## src/sil_pkg.sv

```systemverilog
// sil_pkg: shared types and constants for the sorted index list.
// Used by sil_cell and sorted_index_list; depends on nothing else.
package sil_pkg;

   localparam int SIL_CAPACITY  = 16;
   localparam int VALUE_W       = 8;
   localparam int ENTRY_COUNT_W = 5;

   // action codes carried on req_tuser
   typedef enum logic [1:0] {
      ACT_CLEAR  = 2'd0,
      ACT_INSERT = 2'd1,
      ACT_REMOVE = 2'd2
   } action_type;

   // status codes carried on rsp_tuser
   typedef enum logic [1:0] {
      ST_DONE = 2'd0,
      ST_MISS = 2'd1,
      ST_FULL = 2'd2
   } status_type;

   // per-cycle command broadcast to every cell
   typedef struct packed {
      logic insert_en;   // insert accepted and list not full
      logic remove_en;   // remove accepted and a match exists
   } cell_ctl_type;

endpackage

```

## src/sil_cell.sv

```systemverilog
// sil_cell: one slot of the sorted list, holding a single entry.
// Depends on sil_pkg; instantiated as a row by sorted_index_list.
module sil_cell
   import sil_pkg::*;
(
   input  logic               clock,
   input  cell_ctl_type       ctl,
   input  logic [VALUE_W-1:0] value,
   input  logic               valid,        // slot index below the count
   input  logic               left_lt,      // left neighbor holds an entry below value
   input  logic [VALUE_W-1:0] left_entry,
   input  logic [VALUE_W-1:0] right_entry,
   output logic [VALUE_W-1:0] entry,
   output logic               lt,
   output logic               eq
);

   logic [VALUE_W-1:0] entry_ff;
   logic [VALUE_W-1:0] entry_in;

   // compare the held entry against the broadcast value
   assign lt    = valid && (entry_ff < value);
   assign eq    = valid && (entry_ff == value);
   assign entry = entry_ff;

   // slots at or past the insert point shift right, the insert point takes value;
   // slots at or past the first match shift left on remove
   always_comb begin
      entry_in = entry_ff;
      if (ctl.insert_en && !lt) begin
         entry_in = left_lt ? value : left_entry;
      end else if (ctl.remove_en && !lt) begin
         entry_in = right_entry;
      end
   end

   always_ff @(posedge clock) begin
      entry_ff <= entry_in;
   end

endmodule

```

## src/sorted_index_list.sv

```systemverilog
// sorted_index_list: ascending list of 8-bit indices, insert / remove / clear.
// A result word is registered and valid in the cycle after its request is accepted.
// Throughput: one request word per cycle; every slot of the cell row updates in
// the same cycle, and the single result register holds back only while unread.
// Reset: synchronous, clears the count and the result valid; entries need no reset.
// Depends on sil_pkg and sil_cell.
module sorted_index_list
   import sil_pkg::*;
#(
   parameter int CAPACITY = SIL_CAPACITY
)
(
   input  logic        clock,
   input  logic        reset,
   input  logic        req_tvalid,
   output logic        req_tready,
   input  logic [7:0]  req_tdata,   // [7:0] value
   input  logic [1:0]  req_tuser,   // [1:0] action
   output logic        rsp_tvalid,
   input  logic        rsp_tready,
   output logic [7:0]  rsp_tdata,   // [4:0] entry_count, [7:5] zero
   output logic [1:0]  rsp_tuser    // [1:0] status
);

   localparam int CNT_W = $clog2(CAPACITY + 1);

   logic [CNT_W-1:0]         count_ff, count_in;
   logic                     rsp_valid_ff, rsp_valid_in;
   logic [ENTRY_COUNT_W-1:0] rsp_count_ff, rsp_count_in;
   status_type               rsp_status_ff, rsp_status_in;

   logic               accept;
   logic [VALUE_W-1:0] value;
   logic               full;
   logic               found;
   cell_ctl_type       ctl;
   status_type         status;

   logic [VALUE_W-1:0]  entry_w [CAPACITY];
   logic [CAPACITY-1:0] lt_w;
   logic [CAPACITY-1:0] eq_w;

   assign value      = req_tdata[VALUE_W-1:0];
   assign req_tready = !rsp_valid_ff || rsp_tready;
   assign accept     = req_tvalid && req_tready;
   assign full       = (count_ff >= CNT_W'(CAPACITY));
   assign found      = |eq_w;

   // decode the action and work out the new count
   always_comb begin
      ctl      = '0;
      status   = ST_DONE;
      count_in = count_ff;
      case (req_tuser)
         ACT_CLEAR: begin
            if (accept) count_in = '0;
         end
         ACT_INSERT: begin
            if (full) begin
               status = ST_FULL;
            end else begin
               ctl.insert_en = accept;
               if (accept) count_in = count_ff + CNT_W'(1);
            end
         end
         ACT_REMOVE: begin
            if (!found) begin
               status = ST_MISS;
            end else begin
               ctl.remove_en = accept;
               if (accept) count_in = count_ff - CNT_W'(1);
            end
         end
         default: begin
            status = ST_DONE;
         end
      endcase
   end

   // row of cells, each wired to its neighbors
   for (genvar i = 0; i < CAPACITY; i++) begin : g_cell
      logic               left_lt;
      logic [VALUE_W-1:0] left_entry;
      logic [VALUE_W-1:0] right_entry;

      if (i == 0) begin : g_first
         assign left_lt    = 1'b1;
         assign left_entry = value;
      end else begin : g_mid_l
         assign left_lt    = lt_w[i-1];
         assign left_entry = entry_w[i-1];
      end

      if (i == CAPACITY - 1) begin : g_last
         assign right_entry = value;
      end else begin : g_mid_r
         assign right_entry = entry_w[i+1];
      end

      sil_cell u_cell (
         .clock       (clock),
         .ctl         (ctl),
         .value       (value),
         .valid       (CNT_W'(i) < count_ff),
         .left_lt     (left_lt),
         .left_entry  (left_entry),
         .right_entry (right_entry),
         .entry       (entry_w[i]),
         .lt          (lt_w[i]),
         .eq          (eq_w[i])
      );
   end

   // result register: load on accept, drop when taken
   always_comb begin
      rsp_valid_in  = rsp_valid_ff;
      rsp_count_in  = rsp_count_ff;
      rsp_status_in = rsp_status_ff;
      if (accept) begin
         rsp_valid_in  = 1'b1;
         rsp_count_in  = ENTRY_COUNT_W'(count_in);
         rsp_status_in = status;
      end else if (rsp_tready) begin
         rsp_valid_in = 1'b0;
      end
   end

   always_ff @(posedge clock) begin
      if (reset) begin
         count_ff     <= '0;
         rsp_valid_ff <= 1'b0;
      end else begin
         count_ff     <= count_in;
         rsp_valid_ff <= rsp_valid_in;
      end
      rsp_count_ff  <= rsp_count_in;
      rsp_status_ff <= rsp_status_in;
   end

   assign rsp_tvalid = rsp_valid_ff;
   assign rsp_tdata  = {{(8 - ENTRY_COUNT_W){1'b0}}, rsp_count_ff};
   assign rsp_tuser  = rsp_status_ff;

   // checks on count and result bookkeeping
   a_count_bound: assert property (@(posedge clock) disable iff (reset)
      count_ff <= CNT_W'(CAPACITY))
      else $error("count exceeds capacity");

   a_full_reject: assert property (@(posedge clock) disable iff (reset)
      accept && req_tuser == ACT_INSERT && full |=>
         rsp_status_ff == ST_FULL && $stable(count_ff))
      else $error("insert into full list not rejected");

   a_clear: assert property (@(posedge clock) disable iff (reset)
      accept && req_tuser == ACT_CLEAR |=> count_ff == '0)
      else $error("clear did not empty list");

   a_rsp_load: assert property (@(posedge clock) disable iff (reset)
      accept |=> rsp_valid_ff)
      else $error("accepted word produced no result");

endmodule
```

## config.mk

```make
export PLATFORM = sky130hd
export DESIGN_NAME = sorted_index_list
export DESIGN_NICKNAME = d
export VERILOG_FILES = /design/src/sil_pkg.sv /design/src/sil_cell.sv /design/src/sorted_index_list.sv
export SDC_FILE = /design/constraint.sdc
export NUM_CORES = 1
export LEC_CHECK = 0
export ABC_AREA = 1
export BUFFER_PORTS_ARGS = -buffer_cell sky130_fd_sc_hd__buf_2
export CAP_MARGIN = 25
export CORE_ASPECT_RATIO = 1.1
export CORE_MARGIN = 10
export CORE_UTILIZATION = 33
export DETAILED_ROUTE_END_ITERATION = 10
export RECOVER_POWER = 100
export SLEW_MARGIN = 20
export SYNTH_ARGS = -nofsm -noshare
export SYNTH_HDL_FRONTEND = slang
export SYNTH_SLANG_ARGS = --single-unit
export TNS_END_PERCENT = 1
```

## constraint.sdc

```tcl
create_clock -name clock -period 6 [get_ports clock]
set_input_delay 0.3 -clock clock [delete_from_list [all_inputs] [get_ports clock]]
set_output_delay 0.3 -clock clock [all_outputs]
set_load 0.1 [all_outputs]
```

After elaboration in Yosys (flattened, before gate mapping) --
Cells that the tools add are included.
Operators by class: add/subtract/negate cells 2, multipliers 0, divide/modulo/power cells 0, magnitude comparators 33, equal/unequal tests 18, shift-type cells 0, muxes and demuxes 62, bitwise operators 0, reductions and logical operators 102
Operator list (number):
- two-way mux 8 bit | 47
- equality test 8 bit | 16
- less-than comparator 8 bit | 16
- logical AND 1 bit | 65
- less-than comparator 4 x 5 -> 1 bit (first input constant) | 8
- nonzero test 2 bit | 17
- two-way mux 5 bit | 5
- less-than comparator 3 x 5 -> 1 bit (first input constant) | 4
- zero test 1 bit | 17
- OR reduction 16 bit | 1
- one-hot mux 5 bit (3 select lines) | 1
- less-than comparator 1 x 5 -> 1 bit (first input constant) | 2
- less-than comparator 2 x 5 -> 1 bit (first input constant) | 2
- two-way mux 1 bit | 7
- adder 5 x 1 -> 5 bit (second input constant) | 1
- greater-or-equal comparator 5 bit (second input constant) | 1
- subtractor 5 x 1 -> 5 bit (second input constant) | 1
- one-hot mux 2 bit (2 select lines) | 1
- equality test 2 x 1 -> 1 bit (second input constant) | 1
- equality test 2 bit (second input constant) | 1
- zero test 2 bit | 1
- two-way mux 2 bit | 1
- logical OR 1 bit | 1
Word-level totals: register bits 141, latch bits 0, memory bits (writable) 0, bits in read-only memories 0, input port bits 14, output and inout bits 12, word-level logic and storage cells 237, memories 0

Logic depth before layout (Yosys ltp) --
depth in word-level cells 8, depth in mapped cells 15, mapped depth without buffers 15

Modules after synthesis --
From an unflattened synthesis, not the netlist that was laid out.
Unflattened totals: cells, all modules 1682, area total of the unflattened synthesis 12398.1 µm²
Modules (own cells, without submodules):
- sil_cell | times used 16, cells each 94, area each 701.9 µm², seq. area each 240.2 µm²
- sorted_index_list | times used 1, cells each 178, area each 1167.4 µm², seq. area each 330.3 µm²

Least setup slack after synthesis --
OpenSTA, ideal clock, no wires.
kind flip-flop to flip-flop, start register rsp_valid_ff, in the netlist rsp_tvalid, end register g_cell[13].u_cell.entry_ff[0] (enable), library setup time 356 ps, data arrival time 3000 ps, data required time 5644 ps, setup slack 2644 ps, cell stages (with the launch flop) 10, buffers on the path 2, cells stage by stage dfxtp_1 nand2_2 nand2_2 clkinv_2 nand2_2 nor2_8 buf_6 nand2_2 buf_4 o21ai_0
On the way: cells in the longest elaborated chain, start to end 7
RTL lines:
- start: declaration | RTL line sorted_index_list.sv:28 | logic rsp_valid_ff, rsp_valid_in;
- start signal: assignment | RTL line sorted_index_list.sv:134 | rsp_valid_ff <= rsp_valid_in;
- zero test 1 bit (*) | RTL line sorted_index_list.sv:44 | assign req_tready = !rsp_valid_ff || rsp_tready;
- logical OR 1 bit (*) | RTL line sorted_index_list.sv:44
- net req_tready | RTL line sorted_index_list.sv:16 | output logic req_tready,
- logical AND 1 bit (*) | RTL line sorted_index_list.sv:45 | assign accept = req_tvalid && req_tready;
- net accept | RTL line sorted_index_list.sv:32 | logic accept;
- two-way mux 1 bit (on tied branches) | RTL line sorted_index_list.sv:67, sorted_index_list.sv:59
- two-way mux 1 bit | RTL line sorted_index_list.sv:54 | case (req_tuser)
- logical AND 1 bit (on tied branches) | RTL line sil_cell.sv:32, sil_cell.sv:30
- nonzero test 2 bit (no line) (*)
- end signal: assignment | RTL line sil_cell.sv:38 | entry_ff <= entry_in;
- end: declaration | RTL line sil_cell.sv:18 | logic [VALUE_W-1:0] entry_ff;
Mark *: on every way through the listed nets, which the timed path passes. The rest lies on a longest branch. A chain may end at the register's enable or synchronous reset.

Worst setup path after layout --
start input req_tdata[3], end register g_cell[7].u_cell.entry_ff[1] (enable)
On the way: cells in the longest elaborated chain, start to end 7
RTL lines:
- start: declaration | RTL line sorted_index_list.sv:17 | input logic [7:0] req_tdata,
- equality test 8 bit | RTL line sil_cell.sv:23 | assign eq = valid && (entry_ff == value);
- logical AND 1 bit | RTL line sil_cell.sv:23
- OR reduction 16 bit | RTL line sorted_index_list.sv:47 | assign found = |eq_w;
- two-way mux 1 bit | RTL line sorted_index_list.sv:67 | if (!found) begin
- two-way mux 1 bit | RTL line sorted_index_list.sv:54
- logical AND 1 bit | RTL line sil_cell.sv:32 | end else if (ctl.remove_en && !lt) begin
- nonzero test 2 bit (no line) (*)
- end signal: assignment | RTL line sil_cell.sv:38
- end: declaration | RTL line sil_cell.sv:18
Every way passes the cells marked *; elsewhere a longest branch is shown, timed or not.

==> reports/results.ini <==
[detailed_routing]
vias=9589
wl_per_cell_um=18.5
routed_wl_mm=32.8
vias_per_cell=5.42
drc=0
drt_pass1_iterations=5
antenna_left=0
dr_wl_met3_mm=2.31
top_layer=met4
dr.first_iter.drc_count=875
route.met2.wl_mm=15.5
met1_length_mm=14.1

[flow_run]
cap_violations=1

[die]
rows=69
die_w_um=192
core_um2=32300
ioPinCount=26
die-area_um2=40200
initial_utilization_pct=33.3
fp.dieH_um=209

[cts]
clock-root-buffer=clkbuf_16
clk_pin_slew_ns=0.07
numCtsBuffers=17
holdBufCountCts=0
clk_path_buf_depth=2
post_cts_buffers=0
htreeDepth=4
clock_sinks=141
post_cts_resized=0
clkLatencyLatePin_ns=0.43
cts_tree=built

[cells_and_area]
final_nets=1480
diodes=0
fin_util_pct=36.5
area_growth_pct=9.50
drive_above_1_share_pct=4.77

[sta]
rsz0062_at_grt=false
layout_setup_ws_ns=1.38
clock_skew_ns=0.0127
max_slew.worst_pin.slew_ns=1.54
hold_viol_final=0
slew_viol_final=19
finalSetupViolCount=0
post-route-period-util_pct=77.0
slew_headroom_pct=-3.63
min_period_ns=4.62
setup_tns_ns=0
max_freq_mhz=216

[pwr]
powerDensity_nw_per_um2=239
p_leak_uw=0.00507
ir_drop_mv=0.183

[global_routing]
antenna_found_initial=0
grt_pass1_vias=9456
grt_start_max_net_pins=36
gr-usage-all-layers_pct=16.2
grt_pass1_wl_mm=51.9
overflow=0

[yosys]
synth-main-ff-cell=edfxtp_1
synth-edff-count=135
async_flop_share_pct=0
syn_area_um2=10800
synth-seq-cells=141
avgSynthCellArea_um2=8.16
syn-instance-count=1319
synth.distinct_cells=50
ys_warn_count=0
ys_seq_area_share_pct=38.8

[place]
gp_congestion=0.872
dp_slack_ns=1.69
placement.io_buffers=22
dp_hpwl_mm=23.5

[setup_path]
end_kind=flip-flop
ff2ff_setup_slack_ns=1.51
path_max_fanout=20
cp.arrival_ns=4.66
required_ns=6.04
start_kind=input pin
crit_type=input pin to flip-flop

[status]
violations=capacitance limit, slew limit
outcome=finished, violations left

[min_path]
min_path_type=input pin to flip-flop

-- where the power goes --
| group | internal (µW) | switching, µW | total, µW |
|---|---|---|---|
| clock network | 734 | 438 | 1170 |
| logic | 135 | 351 | 486 |
| registers | 1130 | 37.1 | 1160 |
| total | 1990 | 826 | 2820 |
-- cells by family after synthesis --
| kind of cell | after synthesis | share of synthesized area (%) |
|---|---|---|
| AOI/OAI and AO/OA | 352 | 18.0 |
| xor gates and xnor gates | 3 | 0.244 |
| adders and majority gates | 136 | 15.8 |
| buffers and inverters | 151 | 6.03 |
| DFF | 141 | 38.8 |
| other | 1 | 0.0348 |
| and+or+nand+nor | 535 | 21.1 |
-- cell usage after synthesis (3+ instances only) --
master	n	area share, %
a211oi_1	4	0.28
a21oi_1	127	5.9
buf_2	9	0.42
buf_4	7	0.49
buf_6	5	0.52
clkbuf_1	15	0.52
dfxtp_1	6	1.1
edfxtp_1	135	38
ha_1	136	16
inv_1	100	3.5
inv_2	9	0.31
nand2_1	292	10
nand2_2	15	0.87
nand2_4	4	0.42
nand3_1	48	2.2
nand4_1	5	0.29
nor2_1	149	5.2
nor2_2	5	0.29
nor2_4	5	0.52
nor3_1	4	0.19
o211ai_1	10	0.70
o21ai_0	154	7.2
o21ai_1	15	0.70
o22ai_1	7	0.41
o31ai_1	16	1.1
xor2_1	3	0.24
-- routing by layer --
layer  vias up  track usage [%]
met1      4548             21.2
li1       4612                -
met4         0             6.02
met5         -                0
met3        62             2.59
met2       367             26.3
-- sequential cells by signal, summed over array words and instances (netlist names) --
| name | count |
|---|---|
| count_ff | 5 |
| g_cell.u_cell.entry | 128 |
| rsp_count_ff | 5 |
| rsp_tuser | 2 |
| rsp_tvalid | 1 |
-- placed cells by master (no fill, tap or decap), types with 3 or more instances in the layout --
cell,n
o211ai_1,10
clkbuf_16,17
edfxtp_1,135
xor2_1,3
bufinv_16,5
o22ai_1,7
nand2_4,3
clkinv_1,5
nor2_1,155
inv_1,107
nor3_1,4
ha_1,136
nand2_1,304
o21ai_1,10
buf_2,12
nand4_1,5
a21oi_1,127
o21ai_0,160
nor2_4,3
o31ai_1,16
a211oi_1,5
dfxtp_1,6
nand2_2,4
nand3_1,50
a22oi_1,3
conb_1,3
clkbuf_1,14
-- cell type report --
class,instances,area [µm²]
Clock inverter,13,195
Inverter,115,439
Fill cell,3362,20500
Multi-Input combinational cell,1029,5860
Tap cell,426,533
Timing Repair Buffer,26,148
Sequential cell,141,4170
Clock buffer,19,433
-- critical path, cell delays in order --
cell and delay, ns:
clkbuf_1 0.70, inv_1 0.79, ha_1 0.59, nand2_1 0.06, nor2_1 0.11, nand2_1 0.08, nor2_1 0.08, a21oi_1 0.06
nand2_1 0.08, nor2_1 0.14, nand2_1 0.28, nand3_4 0.31, o21ai_0 1.04
-- final timing paths --
kind                                               from                                   end  cells past startpoint
worst max register to register  rsp_tvalid$_SDFFE_PP0P_  g_cell[14].u_cell.entry[7]$_DFFE_PP_                      9
worst min-delay path                              reset                count_ff[4]$_SDFF_PP0_                      2
worst max-delay path                       req_tdata[3]   g_cell[7].u_cell.entry[1]$_DFFE_PP_                     13
worst min register to register  rsp_tvalid$_SDFFE_PP0P_               rsp_tvalid$_SDFFE_PP0P_                      2
-- through the flow --
step | std cells | hold slack, ns | total power, µW | cell area (µm²)
finish | 1769 | 0.103 | 2820 | 11800
CTS | 1768 | 0.0965 | 2830 | 11900
global placement | 1733 | 0.489 | 1650 | 11200
global route | 1769 | 0.121 | 2930 | 11800
detailed placement | 1736 | 0.515 | 1670 | 11200
floorplan | 1321 | 0.369 | 1530 | 10800
(Power assumes the default switching activity.)
